File: src/hdl/sws_pkg.sv
// shared types, codes and constants of the shell word splitter
package sws_pkg;

   localparam int WORD_COUNT_BITS = 16;
   localparam int MAX_WORDS_BITS  = 16;
   localparam logic [MAX_WORDS_BITS-1:0] MAX_WORDS_RESET = 16'd512;

   // quote modes
   localparam logic [1:0] QM_NONE   = 2'd0;
   localparam logic [1:0] QM_SINGLE = 2'd1;
   localparam logic [1:0] QM_DOUBLE = 2'd2;
   localparam logic [1:0] QM_DOLLAR = 2'd3;

   // escape phases
   localparam logic [2:0] PH_NONE  = 3'd0;
   localparam logic [2:0] PH_UNQ   = 3'd1;
   localparam logic [2:0] PH_DQ    = 3'd2;
   localparam logic [2:0] PH_DS    = 3'd3;
   localparam logic [2:0] PH_CTRL  = 3'd4;
   localparam logic [2:0] PH_CTRLB = 3'd5;
   localparam logic [2:0] PH_HEX   = 3'd6;
   localparam logic [2:0] PH_OCT   = 3'd7;

   // error codes
   localparam logic [2:0] ERR_NONE      = 3'd0;
   localparam logic [2:0] ERR_ESCAPE    = 3'd1;
   localparam logic [2:0] ERR_HEX       = 3'd2;
   localparam logic [2:0] ERR_OCTAL     = 3'd3;
   localparam logic [2:0] ERR_OCT_RANGE = 3'd4;
   localparam logic [2:0] ERR_WORDS     = 3'd5;

   // characters
   localparam logic [7:0] CH_ESC    = 8'h1b;
   localparam logic [7:0] CH_SPACE  = 8'h20;
   localparam logic [7:0] CH_TAB    = 8'h09;
   localparam logic [7:0] CH_NL     = 8'h0a;
   localparam logic [7:0] CH_DOLLAR = 8'h24;
   localparam logic [7:0] CH_SQUOTE = 8'h27;
   localparam logic [7:0] CH_DQUOTE = 8'h22;
   localparam logic [7:0] CH_BSLASH = 8'h5c;

   typedef struct packed {
      logic [1:0] quote_mode;
      logic       dollar_held;
      logic [2:0] escape_phase;
      logic [1:0] digits_left;
      logic [8:0] escape_value;
      logic       discard_line;
   } line_state_type;

   localparam line_state_type LINE_IDLE = '{
      quote_mode:   QM_NONE,
      dollar_held:  1'b0,
      escape_phase: PH_NONE,
      digits_left:  2'd0,
      escape_value: 9'd0,
      discard_line: 1'b0
   };

   typedef struct packed {
      logic [7:0] out_byte;
      logic       byte_valid;
      logic       word_end;
      logic [2:0] error_code;
      logic       last_of_input;
   } result_type;

endpackage

File: src/hdl/sws_step.sv
// next line state and up to two result beats for one input byte
module sws_step #(
   parameter int WordCountBits = sws_pkg::WORD_COUNT_BITS
) (
   input  sws_pkg::line_state_type                state_cur,
   input  logic [WordCountBits-1:0]               count_cur,
   input  logic [7:0]                             in_byte,
   input  logic                                   line_end,
   input  logic [sws_pkg::MAX_WORDS_BITS-1:0]     max_words,
   output sws_pkg::line_state_type                state_nxt,
   output logic [WordCountBits-1:0]               count_nxt,
   output sws_pkg::result_type [1:0]              results,
   output logic [1:0]                             result_count
);

   localparam int CmpBits = (WordCountBits > sws_pkg::MAX_WORDS_BITS) ?
                            WordCountBits : sws_pkg::MAX_WORDS_BITS;

   typedef struct packed {
      logic [1:0]                     rn;
      sws_pkg::result_type [1:0]      res;
   } acc_type;

   function automatic acc_type push_byte(acc_type a, logic [7:0] b);
      acc_type r;
      r = a;
      if (r.rn != 2'd2) begin
         r.res[r.rn[0]].out_byte   = b;
         r.res[r.rn[0]].byte_valid = 1'b1;
         r.rn = r.rn + 2'd1;
      end
      return r;
   endfunction

   function automatic acc_type push_end(acc_type a);
      acc_type r;
      r = a;
      if (r.rn != 2'd0 && !r.res[r.rn[1]].word_end &&
          r.res[r.rn[1]].error_code == sws_pkg::ERR_NONE) begin
         r.res[r.rn[1]].word_end = 1'b1;
      end else if (r.rn != 2'd2) begin
         r.res[r.rn[0]].word_end = 1'b1;
         r.rn = r.rn + 2'd1;
      end
      return r;
   endfunction

   function automatic acc_type push_err(acc_type a, logic [2:0] code);
      acc_type r;
      r = a;
      if (r.rn != 2'd0 && r.res[r.rn[1]].error_code == sws_pkg::ERR_NONE) begin
         r.res[r.rn[1]].error_code = code;
      end else if (r.rn != 2'd2) begin
         r.res[r.rn[0]].error_code = code;
         r.rn = r.rn + 2'd1;
      end
      return r;
   endfunction

   function automatic logic [4:0] hex_val(logic [7:0] b);
      logic [7:0] t;
      t = 8'd0;
      if (b >= "0" && b <= "9") begin
         t = b - 8'd48;
         return {1'b1, t[3:0]};
      end
      if (b >= "a" && b <= "f") begin
         t = b - 8'd87;
         return {1'b1, t[3:0]};
      end
      if (b >= "A" && b <= "F") begin
         t = b - 8'd55;
         return {1'b1, t[3:0]};
      end
      return 5'd0;
   endfunction

   function automatic logic [7:0] ctrl_of(logic [7:0] b);
      logic [7:0] t;
      t = b;
      if (b >= "a" && b <= "z") begin
         t = b - 8'd32;
      end
      return t ^ 8'h40;
   endfunction

   always_comb begin
      sws_pkg::line_state_type s;
      logic [WordCountBits-1:0] cnt;
      acc_type acc;
      logic zero;
      logic last;
      logic done;
      logic [4:0] hv;
      logic [CmpBits-1:0] cnt_ext;
      logic [CmpBits-1:0] max_ext;

      s    = state_cur;
      cnt  = count_cur;
      acc  = '0;
      zero = (in_byte == 8'd0);
      last = zero || line_end;
      done = 1'b0;
      hv   = hex_val(in_byte);
      cnt_ext = '0;
      max_ext = CmpBits'(max_words);

      if (!s.discard_line) begin
         if (!zero) begin
            if (s.dollar_held) begin
               s.dollar_held = 1'b0;
               if (in_byte == sws_pkg::CH_SQUOTE) begin
                  s.quote_mode = sws_pkg::QM_DOLLAR;
                  done = 1'b1;
               end else begin
                  acc = push_byte(acc, sws_pkg::CH_DOLLAR);
               end
            end
            if (!done) begin
               done = 1'b1;
               unique case (s.escape_phase)
                  sws_pkg::PH_UNQ: begin
                     s.escape_phase = sws_pkg::PH_NONE;
                     if (in_byte != sws_pkg::CH_NL) acc = push_byte(acc, in_byte);
                  end
                  sws_pkg::PH_DQ: begin
                     s.escape_phase = sws_pkg::PH_NONE;
                     if (in_byte == sws_pkg::CH_DQUOTE) begin
                        acc = push_byte(acc, in_byte);
                     end else if (in_byte != sws_pkg::CH_NL) begin
                        acc = push_err(acc, sws_pkg::ERR_ESCAPE);
                        s.discard_line = 1'b1;
                     end
                  end
                  sws_pkg::PH_DS: begin
                     s.escape_phase = sws_pkg::PH_NONE;
                     case (in_byte)
                        sws_pkg::CH_DQUOTE, sws_pkg::CH_SQUOTE, sws_pkg::CH_BSLASH:
                           acc = push_byte(acc, in_byte);
                        "a": acc = push_byte(acc, 8'h07);
                        "b": acc = push_byte(acc, 8'h08);
                        "e": acc = push_byte(acc, sws_pkg::CH_ESC);
                        "f": acc = push_byte(acc, 8'h0c);
                        "n": acc = push_byte(acc, sws_pkg::CH_NL);
                        "r": acc = push_byte(acc, 8'h0d);
                        "t": acc = push_byte(acc, sws_pkg::CH_TAB);
                        "v": acc = push_byte(acc, 8'h0b);
                        "c": s.escape_phase = sws_pkg::PH_CTRL;
                        "x": begin
                           s.escape_phase = sws_pkg::PH_HEX;
                           s.escape_value = 9'd0;
                           s.digits_left  = 2'd2;
                        end
                        default: begin
                           if (in_byte >= "0" && in_byte <= "7") begin
                              s.escape_phase = sws_pkg::PH_OCT;
                              s.escape_value = {6'd0, in_byte[2:0]};
                              s.digits_left  = 2'd2;
                           end else begin
                              acc = push_err(acc, sws_pkg::ERR_ESCAPE);
                              s.discard_line = 1'b1;
                           end
                        end
                     endcase
                  end
                  sws_pkg::PH_CTRL: begin
                     if (in_byte == sws_pkg::CH_BSLASH) begin
                        s.escape_phase = sws_pkg::PH_CTRLB;
                     end else begin
                        s.escape_phase = sws_pkg::PH_NONE;
                        acc = push_byte(acc, ctrl_of(in_byte));
                     end
                  end
                  sws_pkg::PH_CTRLB: begin
                     s.escape_phase = sws_pkg::PH_NONE;
                     acc = push_byte(acc, ctrl_of(in_byte));
                  end
                  sws_pkg::PH_HEX, sws_pkg::PH_OCT: begin
                     if (s.escape_phase == sws_pkg::PH_HEX && !hv[4]) begin
                        s.escape_phase = sws_pkg::PH_NONE;
                        acc = push_err(acc, sws_pkg::ERR_HEX);
                        s.discard_line = 1'b1;
                     end else if (s.escape_phase == sws_pkg::PH_OCT &&
                                  (in_byte < "0" || in_byte > "7")) begin
                        s.escape_phase = sws_pkg::PH_NONE;
                        acc = push_err(acc, sws_pkg::ERR_OCTAL);
                        s.discard_line = 1'b1;
                     end else begin
                        if (s.escape_phase == sws_pkg::PH_HEX)
                           s.escape_value = {s.escape_value[4:0], hv[3:0]};
                        else
                           s.escape_value = {s.escape_value[5:0], in_byte[2:0]};
                        if (s.digits_left != 2'd0) s.digits_left = s.digits_left - 2'd1;
                        if (s.digits_left == 2'd0) begin
                           s.escape_phase = sws_pkg::PH_NONE;
                           if (s.escape_value > 9'd255) begin
                              acc = push_err(acc, sws_pkg::ERR_OCT_RANGE);
                              s.discard_line = 1'b1;
                           end else begin
                              acc = push_byte(acc, s.escape_value[7:0]);
                           end
                        end
                     end
                  end
                  default: done = 1'b0;
               endcase
            end
            if (!done) begin
               case (s.quote_mode)
                  sws_pkg::QM_SINGLE: begin
                     if (in_byte == sws_pkg::CH_SQUOTE) s.quote_mode = sws_pkg::QM_NONE;
                     else acc = push_byte(acc, in_byte);
                  end
                  sws_pkg::QM_DOUBLE: begin
                     if (in_byte == sws_pkg::CH_DQUOTE) s.quote_mode = sws_pkg::QM_NONE;
                     else if (in_byte == sws_pkg::CH_BSLASH) s.escape_phase = sws_pkg::PH_DQ;
                     else acc = push_byte(acc, in_byte);
                  end
                  sws_pkg::QM_DOLLAR: begin
                     if (in_byte == sws_pkg::CH_SQUOTE) s.quote_mode = sws_pkg::QM_NONE;
                     else if (in_byte == sws_pkg::CH_BSLASH) s.escape_phase = sws_pkg::PH_DS;
                     else acc = push_byte(acc, in_byte);
                  end
                  default: begin
                     if (in_byte == sws_pkg::CH_SQUOTE) begin
                        s.quote_mode = sws_pkg::QM_SINGLE;
                     end else if (in_byte == sws_pkg::CH_DQUOTE) begin
                        s.quote_mode = sws_pkg::QM_DOUBLE;
                     end else if (in_byte == sws_pkg::CH_DOLLAR) begin
                        s.dollar_held = 1'b1;
                     end else if (in_byte == sws_pkg::CH_BSLASH) begin
                        s.escape_phase = sws_pkg::PH_UNQ;
                     end else if (in_byte == sws_pkg::CH_SPACE || in_byte == sws_pkg::CH_TAB ||
                                  in_byte == sws_pkg::CH_NL) begin
                        if (cnt != {WordCountBits{1'b1}}) cnt = cnt + WordCountBits'(1);
                        cnt_ext = CmpBits'(cnt);
                        if (cnt_ext >= max_ext) begin
                           acc = push_err(acc, sws_pkg::ERR_WORDS);
                           s.discard_line = 1'b1;
                        end else begin
                           acc = push_end(acc);
                        end
                     end else begin
                        acc = push_byte(acc, in_byte);
                     end
                  end
               endcase
            end
         end
         if (last && !s.discard_line) begin
            if (s.dollar_held) begin
               s.dollar_held = 1'b0;
               acc = push_byte(acc, sws_pkg::CH_DOLLAR);
            end
            if (s.escape_phase == sws_pkg::PH_HEX) begin
               acc = push_err(acc, sws_pkg::ERR_HEX);
            end else if (s.escape_phase == sws_pkg::PH_OCT) begin
               acc = push_err(acc, sws_pkg::ERR_OCTAL);
            end else if (s.escape_phase != sws_pkg::PH_NONE) begin
               acc = push_err(acc, sws_pkg::ERR_ESCAPE);
            end else begin
               if (cnt != {WordCountBits{1'b1}}) cnt = cnt + WordCountBits'(1);
               cnt_ext = CmpBits'(cnt);
               if (cnt_ext >= max_ext) acc = push_err(acc, sws_pkg::ERR_WORDS);
               else acc = push_end(acc);
            end
         end
      end

      if (last) begin
         s   = sws_pkg::LINE_IDLE;
         cnt = '0;
      end
      if (acc.rn != 2'd0) acc.res[acc.rn[1]].last_of_input = 1'b1;

      state_nxt    = s;
      count_nxt    = cnt;
      results      = acc.res;
      result_count = acc.rn;
   end

endmodule

File: src/hdl/shell_word_splitter.sv
// shell word splitter: input register, per-byte step logic, two-entry result queue
// the step logic works on the input register; its result beats are registered into the queue
// throughput: one byte per cycle while each byte gives at most one beat and beats are taken;
// a byte with two beats can hold the input until the two-entry queue has room for both
// reset: line state, word count and queue clear; max_words returns to 512
module shell_word_splitter #(
   parameter int WORD_COUNT_BITS = sws_pkg::WORD_COUNT_BITS
) (
   input  logic                               clock,
   input  logic                               reset,
   input  logic                               csr_valid,
   output logic                               csr_ready,
   input  logic [sws_pkg::MAX_WORDS_BITS-1:0] csr_max_words,
   input  logic                               req_valid,
   output logic                               req_ready,
   input  logic [7:0]                         req_in_byte,
   input  logic                               req_line_end,
   output logic                               rsp_valid,
   input  logic                               rsp_ready,
   output logic [7:0]                         rsp_out_byte,
   output logic                               rsp_byte_valid,
   output logic                               rsp_word_end,
   output logic [2:0]                         rsp_error_code,
   output logic                               rsp_last_of_input
);

   logic [sws_pkg::MAX_WORDS_BITS-1:0] max_words_ff;
   logic                               in_valid_ff, in_valid_in;
   logic [7:0]                         in_byte_ff;
   logic                               in_end_ff;
   sws_pkg::line_state_type            state_ff, state_in;
   logic [WORD_COUNT_BITS-1:0]         count_ff, count_in;
   sws_pkg::result_type [1:0]          queue_ff, queue_in;
   logic [1:0]                         queue_cnt_ff, queue_cnt_in;

   sws_pkg::result_type [1:0]          step_res;
   logic [1:0]                         step_cnt;
   logic                               pop;
   logic                               fire;
   logic [1:0]                         keep;
   logic [1:0]                         space;

   sws_step #(
      .WordCountBits(WORD_COUNT_BITS)
   ) u_step (
      .state_cur    (state_ff),
      .count_cur    (count_ff),
      .in_byte      (in_byte_ff),
      .line_end     (in_end_ff),
      .max_words    (max_words_ff),
      .state_nxt    (state_in),
      .count_nxt    (count_in),
      .results      (step_res),
      .result_count (step_cnt)
   );

   assign csr_ready = !reset;

   assign rsp_valid         = (queue_cnt_ff != 2'd0);
   assign rsp_out_byte      = queue_ff[0].out_byte;
   assign rsp_byte_valid    = queue_ff[0].byte_valid;
   assign rsp_word_end      = queue_ff[0].word_end;
   assign rsp_error_code    = queue_ff[0].error_code;
   assign rsp_last_of_input = queue_ff[0].last_of_input;

   always_comb begin
      pop   = rsp_valid && rsp_ready;
      keep  = queue_cnt_ff - {1'b0, pop};
      space = 2'd2 - keep;
      fire  = in_valid_ff && (step_cnt <= space);
      req_ready   = !reset && (!in_valid_ff || fire);
      in_valid_in = req_ready ? req_valid : in_valid_ff;

      queue_in[0] = pop ? queue_ff[1] : queue_ff[0];
      queue_in[1] = queue_ff[1];
      if (fire && step_cnt != 2'd0) begin
         if (keep == 2'd0) queue_in[0] = step_res[0];
         else queue_in[1] = step_res[0];
         if (step_cnt == 2'd2) queue_in[1] = step_res[1];
      end
      queue_cnt_in = keep + (fire ? step_cnt : 2'd0);
   end

   always_ff @(posedge clock) begin
      if (reset) begin
         max_words_ff <= sws_pkg::MAX_WORDS_RESET;
         in_valid_ff  <= 1'b0;
         state_ff     <= sws_pkg::LINE_IDLE;
         count_ff     <= '0;
         queue_cnt_ff <= 2'd0;
      end else begin
         if (csr_valid && csr_ready) max_words_ff <= csr_max_words;
         in_valid_ff  <= in_valid_in;
         queue_cnt_ff <= queue_cnt_in;
         if (fire) begin
            state_ff <= state_in;
            count_ff <= count_in;
         end
      end
   end

   // payload, no reset
   always_ff @(posedge clock) begin
      if (req_valid && req_ready) begin
         in_byte_ff <= req_in_byte;
         in_end_ff  <= req_line_end;
      end
      queue_ff <= queue_in;
   end

endmodule

File: config.mk
export PLATFORM = sky130hd
export DESIGN_NAME = shell_word_splitter
export DESIGN_NICKNAME = d
export VERILOG_FILES = /design/src/hdl/sws_pkg.sv /design/src/hdl/sws_step.sv /design/src/hdl/shell_word_splitter.sv
export SDC_FILE = /design/constraint.sdc
export NUM_CORES = 1
export LEC_CHECK = 0
export BUFFER_PORTS_ARGS = -buffer_cell sky130_fd_sc_hd__buf_2
export CORE_MARGIN = 10
export CORE_UTILIZATION = 57
export DETAILED_ROUTE_END_ITERATION = 8
export MAX_ROUTING_LAYER = met4
export PLACE_DENSITY = 0.78
export SLEW_MARGIN = 20
export SYNTH_ARGS = -nofsm -noshare
export SYNTH_HDL_FRONTEND = slang
export SYNTH_SLANG_ARGS = --single-unit
File: constraint.sdc
create_clock -name clock -period 8.4 [get_ports clock]
set_input_delay 1.26 -clock clock [delete_from_list [all_inputs] [get_ports clock]]
set_output_delay 1.26 -clock clock [all_outputs]
set_load 0.01 [all_outputs]
==> results of run 1 <==
-- repair_timing --
| action | CTS | global route |
|---|---|---|
| resized for setup | 16 | 49 |
| setup buffers | 10 | 35 |
| pin swaps | 5 | 26 |
| setup endpoints to repair | 1 | 23 |
-- layer usage --
layer  track usage [%]  up-vias  part of all wire [%]
li1                  -     4177                     -
met1              36.4     4165                    43
met2              37.5      534                    42
met3              6.04       92                    11
met4              9.58        0                   3.4
met5                 -        -                     0
-- final cells by class --
| type | instances | area, um^2 | area share, % |
|---|---|---|---|
| inverters | 51 | 191 | 1.93 |
| repair buffers | 145 | 1000 | 10.1 |
| clock inverters | 5 | 42.5 | 0.430 |
| flip-flops and latches | 87 | 1970 | 19.9 |
| well taps | 184 | 230 | 2.33 |
| clock buffers | 11 | 264 | 2.67 |
| multi-input cells | 887 | 6190 | 62.6 |
-- synthesized netlist by cell type, drive strengths merged, types with 11 or more instances --
library cell and count:
edfxtp 23, dfxtp 64, and2 15, o22ai 19, nor2b 11, nor3 32
nand2 103, a21oi 80, mux2i 28, inv 48, a21o 23, xor2 12
buf 34, nand2b 17, and3 13, a31oi 15, or2 11, a22oi 18
xnor2 26, nand3 37, ha 61, mux2 15, nor2 125, o21ai 68
clkbuf 43, a211oi 15
-- sequential cells by signal, indices dropped and copies added, names as in the netlist, 2 cells and up --
signal,cells
queue_ff,14
rsp_out_byte,8
max_words_ff,16
state_ff,15
rsp_error_code,3
in_byte_ff,8
count_ff,16
queue_cnt_ff,2
-- placed cells by master, fill, tap and decap left out, drive strengths merged, types with 23 or more instances in the layout --
cell type / instances
a21o: 23
edfxtp: 23
nand3: 37
ha: 61
nor2: 125
dfxtp: 64
nand2: 103
buf: 145
nor3: 32
mux2i: 28
a21oi: 80
o21ai: 68
inv: 53
xnor2: 26
-- cells by family (layout without fill, tap and decap cells) --
| family | after synthesis | in the layout | share of synthesized area, % |
|---|---|---|---|
| simple gates | 417 | 417 | 24.9 |
| buf+inv | 128 | 212 | 6.51 |
| fa+ha+maj | 61 | 61 | 9.04 |
| mux | 43 | 43 | 5.32 |
| flops | 87 | 87 | 23.4 |
| xor+xnor | 38 | 38 | 4.03 |
| compound gates | 328 | 328 | 26.9 |
-- path summary, 6_finish.rpt --
| kind | startpoint | end | cells after the start |
|---|---|---|---|
| worst max-delay path | in_byte_ff[1]$_DFFE_PP_ | req_ready | 32 |
| worst min-delay path | max_words_ff[11]$_SDFFE_PP0P_ | max_words_ff[11]$_SDFFE_PP0P_ | 2 |
| worst max register to register | in_byte_ff[1]$_DFFE_PP_ | state_ff[11]$_SDFFE_PP0P_ | 36 |
| worst min register to register | max_words_ff[11]$_SDFFE_PP0P_ | max_words_ff[11]$_SDFFE_PP0P_ | 2 |
-- stage by stage --
step / cells / util, % / area (um^2)
6_report: 1370 / 68.1 / 9900
5_1_grt: 1370 / 68.1 / 9900
4_1_cts: 1335 / 64.8 / 9420
3_5_place_dp: 1309 / 61.7 / 8970
3_3_place_gp: 1309 / 61.7 / 8970
2_1_floorplan: 1102 / - / 8450
-- power breakdown --
part,internal [mW],leakage (nW),switching (mW)
clock network,0.232,0.154,0.197
logic,0.225,3.31,0.321
registers,0.501,0.734,0.0261
-- critical path, delay by kind of cell, from the launching register on --
kind	cells	cell delay, ns
flip-flops	1	0.51
buffers and inverters	5	0.74
AND/OR/NAND/NOR	12	2.62
XOR/XNOR	1	0.15
AO/OA/AOI/OAI	12	2.04
adder cells (fa/ha/maj)	2	0.58
==> flow_metrics.tcl, run 1 <==
set metrics [dict create \
    clock_latency_ns 0.37 \
    end_kind "output port" \
    setup_viol 0 \
    routedWlPerCell_um 20.4 \
    syn_nets 1193 \
    synth_edf_count 23 \
    antenna_found_initial 0 \
    ctsHoldBuffers 0 \
    synth_top_cell_area_share_pct 15.2 \
    clockBufferDepth 2 \
    cts_tree "built" \
    cts.sinks 87 \
    netlist-cell-type-count 105 \
    numPortBuffers 46 \
    gr-total-overflow 0 \
    cp.required_ns 7.14 \
    clk_pin_slew_ns 0.08 \
    timing.hold.ws_ns 0.494 \
    diodes 0 \
    hold_path_class "register to register" \
    syn-mean-instance-area_um2 7.66 \
    crit_type "register to output port" \
    grt_max_degree 50 \
    drt_iter0_drc 1332 \
    crit_fanout 6 \
    gp_congestion 1.04 \
    crit_path_max_incr_delay_ns 0.53 \
    critPathArrivalTime_ns 7.04 \
    p_leak_nw 4.20 \
    root_buffer "clkbuf_16" \
    power_mw 1.50 \
    synth_ff_type "dfxtp_1" \
    tightest_slew_ns 0.933 \
    fin_crit_sh_pct 98.8 \
    rows 44 \
    synth-seq-area-share_pct 23.4 \
    cp_slowest_cell "or4_1" \
    ant_nets 0 \
    coreArea_mm2 0.0145 \
    p_per_area_mw_per_mm2 152 \
    remaining_drc_errors 0 \
    period_minus_slack_ns 8.30 \
    layout.nets 1272 \
    grt_usage_pct 26.6 \
    slew_viol_final 0 \
    area_delta_synth_final_pct 17.2 \
    fin_tns_setup_ns 0 \
    first_pass_iters 5 \
    slew_headroom_pct 37.8 \
    nFillCells 1248 \
    start_util_pct 58.1 \
    cts_buffers 9 \
    skew_ns 0.0123 \
    ys_ff_latch 87 \
    wl_um 27900 \
    grt_first_pass_wirelength_um 42500 \
    mappedNetlistArea_mm2 0.00844 \
    syn_inst 1102 \
    max-cap-violations 0 \
    async_flop_share_pct 0 \
    rrSetupSlack_ns 0.52 \
    dp_hpwl_um 20600 \
    worst_slack_ns 0.100 \
    pre_cts_slack_ns 0.0398 \
    pin_count 47 \
    hold_viol 0 \
    peakVddDrop_mv 0.107 \
    start_kind "register" \
    num_vias 8968 \
    viasPerCell 6.55 \
    drive_above_1_share_pct 21.9 \
    dieWidth_um 142 \
    dieHeight_um 142 \
    ys_warn_count 0 \
    status "finished, final reports clean" \
    grt_pass1_vias 7999 \
    die-area_mm2 0.0201 \
    cts_max_level 3 \
    max_freq_mhz 120 \
    synth_top_cell_by_area "dfxtp_1" \
    yosys-top-cells-area "dfxtp_1 (15%), ha_1 (9.0%), edfxtp_1 (8.2%), nor2_1 (5.5%), a21oi_1 (4.7%)" \
]
No activity file was read; power rests on OpenSTA's default activity.
==> run 2, diff against run 1 <==
--- a/config.mk
+++ b/config.mk
@@ -5,8 +5,8 @@
 export SDC_FILE = /design/constraint.sdc
 export NUM_CORES = 1
 export LEC_CHECK = 0
+export ABC_AREA = 1
 export BUFFER_PORTS_ARGS = -buffer_cell sky130_fd_sc_hd__buf_2
-export CORE_MARGIN = 10
 export CORE_UTILIZATION = 57
 export DETAILED_ROUTE_END_ITERATION = 8
 export MAX_ROUTING_LAYER = met4
==> constraint.sdc (replaced) <==
create_clock -name clock -period 7.4 [get_ports clock]
set_input_delay 1.11 -clock clock [delete_from_list [all_inputs] [get_ports clock]]
set_output_delay 1.11 -clock clock [all_outputs]
set_load 0.01 [all_outputs]
==> run 2 against run 1 <==
Compared with the run above:
- clock skew shrank 0.0018 ns
- count of clock-buffer cells in the layout shrank 2
- combinational power grew 55%
- clock power grew 8.9%
- final cell count grew 22%
- worst hold slack lost 0.020 ns
- area after synthesis grew 0.86%
- sequential share of layout area shrank 0.24 points
- critical path type unchanged
==> flow_metrics.tcl, run 2 <==
set metrics [dict create \
    crit_type "register to output port" \
    period_minus_slack_ns 7.37 \
    p_per_area_mw_per_mm2 194 \
    cts.sinks 87 \
    routedWlPerCell_um 18.0 \
    cp_slowest_cell "edfxtp_1" \
    start_util_pct 58.6 \
    first_pass_iters 6 \
    syn_nets 1453 \
    final_core_util_pct 69.0 \
    rr_worst_depth 56 \
    antenna_found_initial 0 \
    top_regs "count_ff: 16 flops, max_words_ff: 16 flops, state_ff: 15 flops" \
    status "finished, final reports clean" \
    holdPathStages 2 \
    syn_inst 1362 \
    hold_path_class "register to register" \
    regArea_mm2 0.00197 \
    syn-mean-instance-area_um2 6.25 \
    dp_hpwl_um 22700 \
    crit_buf_inv 11 \
    grt_pass1_vias 9141 \
    max_freq_mhz 136 \
    wl_um 29900 \
    ant_nets 0 \
    hp-start "state_ff[6]$_SDFFE_PP0P_" \
    dp.cells 1615 \
    gr-total-overflow 0 \
    max-cap-violations 0 \
    yosys-top-cells-area "nand2_1 (16%), dfxtp_1 (15%), ha_1 (9.0%), edfxtp_1 (8.1%), inv_1 (7.9%)" \
    p_comb_share_pct 43.4 \
    fin_cells 1666 \
    crit_fanout 9 \
    grt_first_pass_wirelength_um 46800 \
    worstReg2RegStart "in_byte_ff[1]$_DFFE_PP_" \
    p_int_mw 1.14 \
    clkPwrFrac_pct 24.0 \
    synth-seq-area-share_pct 23.2 \
    layout.nets 1568 \
    ys_ff_latch 87 \
    synth_top_cell_area_share_pct 15.6 \
    pre_cts_slack_ns -0.130 \
    rows 44 \
    clockBufferDepth 2 \
    cts_tree "built" \
    layout_commonest_cell "nand2_1" \
    drive_above_1_share_pct 18.8 \
    numPortBuffers 46 \
    critPathArrivalTime_ns 6.26 \
    multiInputGateArea_mm2 0.00579 \
    remaining_drc_errors 0 \
    drt_iter0_drc 1322 \
    worst_slack_ns 0.0266 \
    grt_usage_pct 38.9 \
    ctsHoldBuffers 0 \
    swShare_pct 41.4 \
    diodes 0 \
    tightest_slew_ns 0.962 \
    power_switching_mw 0.805 \
    dieHeight_um 124 \
    nFillCells 1270 \
    dieWidth_um 124 \
    skew_ns 0.0105 \
    fin_crit_sh_pct 99.6 \
    end_kind "output port" \
    coreArea_mm2 0.0145 \
    pin_count 47 \
    setup_viol 0 \
    p_seq_share_pct 32.6 \
    clk_pin_slew_ns 0.07 \
    cp.depth 49 \
    viasPerCell 5.98 \
    slew_viol_final 0 \
    hold_viol 0 \
    slew_headroom_pct 35.9 \
    root_buffer "clkbuf_16" \
    critPathLaunch "in_byte_ff[1]$_DFFE_PP_" \
    peakVddDrop_mv 0.117 \
    synth_edf_count 23 \
    crit_path_max_incr_delay_ns 0.47 \
    gp_congestion 1.05 \
    synth_ff_type "dfxtp_1" \
    grt_max_degree 50 \
    ys_warn_count 0 \
    netlist-cell-type-count 55 \
    start_kind "register" \
    rsz0062_at_grt "true" \
    layout_common_cells "nand2_1 (347), inv_1 (168), nor2_1 (116)" \
    cts_buffers 9 \
    crit_family "simple AND/OR/NAND/NOR gates" \
    mappedNetlistArea_mm2 0.00851 \
    cp.required_ns 6.29 \
    area_delta_synth_final_pct 17.8 \
    synth_top_cell_by_area "nand2_1" \
    cts_max_level 3 \
    clock_latency_ns 0.36 \
    p_leak_nw 4.79 \
    synthTopCellsByCount "nand2_1 (353), inv_1 (179), nor2_1 (122), o21ai_0 (114), a21oi_1 (91)" \
    num_vias 9970 \
    async_flop_share_pct 0 \
    synth_most_common_cell "nand2_1" \
    die-area_mm2 0.0154 \
]
==> run 2: changes by cell type in the layout (fill, tap and decap cells not counted), moves of 15 or more <==
cell,before,now
inv_2,3,21
xnor2_1,23,1
mux2i_1,28,0
nand3_1,35,77
mux2_2,15,0
nand2b_1,16,0
a21o_1,22,0
o21ai_0,58,109
nand2_2,1,20
inv_1,46,168
nand2_1,100,347
==> run 2: final cells by class <==
cell class	count	share of cell area, %
Timing Repair Buffer	146	9.82
Inverter	196	7.49
Multi-Input combinational cell	1037	57.7
Sequential cell	87	19.7
Clock inverter	7	0.736
Clock buffer	9	2.25
Tap cell	184	2.30
==> run 2: path summary, 6_finish.rpt <==
kind	endpoint	slack, ns
max	req_ready	0.03
min	state_ff[6]$_SDFFE_PP0P_	0.47
max reg2reg	state_ff[3]$_SDFFE_PP0P_	0.42
min reg2reg	state_ff[6]$_SDFFE_PP0P_	0.47
==> run 2: logic make-up after synthesis <==
kind of cell / synth area share (%)
compound gates: 19.4
xor+xnor: 1.85
fa+ha+maj: 8.97
buf+inv: 11.3
flops: 23.2
simple gates: 35.2
==> run 2: timing repair <==
item,CTS,global route
resized for setup,34,36
pin swaps,19,18
buffers inserted,18,17
endpoints found under the setup margin,9,32
==> run 2: worst reg2reg max path, delay by kind of cell (launching register included) <==
family                   cells  cell delay, ns
AO/OA/AOI/OAI               10            1.25
adder cells (fa/ha/maj)      3            0.71
AND/OR/NAND/NOR             30            3.07
buffers and inverters       12            1.24
flip-flops                   1            0.47
XOR/XNOR                     1            0.17
==> run 2: power groups by stage <==
stage | logic, mW | clock network (mW) | registers [mW]
5_1_grt | 0.932 | 0.486 | 0.642
4_1_cts | 0.782 | 0.465 | 0.633
6_report | 0.845 | 0.467 | 0.633
2_1_floorplan | 0.533 | 0 | 0.638
3_3_place_gp | 0.712 | 0 | 0.642
3_5_place_dp | 0.733 | 0 | 0.645
==> run 2: per-stage QoR <==
| stage | cell area [um^2] | setup TNS [ns] | hold WS, ns | power (mW) |
|---|---|---|---|---|
| 2_1_floorplan | 8510 | 0 | 0.445 | 1.17 |
| 3_3_place_gp | 9240 | 0 | 0.452 | 1.35 |
| 3_5_place_dp | 9240 | -0.443 | 0.464 | 1.38 |
| 4_1_cts | 9780 | 0 | 0.474 | 1.88 |
| 5_1_grt | 10000 | -0.785 | 0.492 | 2.06 |
| 6_report | 10000 | 0 | 0.475 | 1.94 |
==> run 2: metal layers <==
layer / wire, um / share of wire [%] / global-route usage (%)
met2: 13300 / 44 / 60.0
met1: 12700 / 42 / 51.5
met3: 2960 / 9.9 / 6.68
met4: 981 / 3.3 / 12.6
met5: 0 / 0 / -
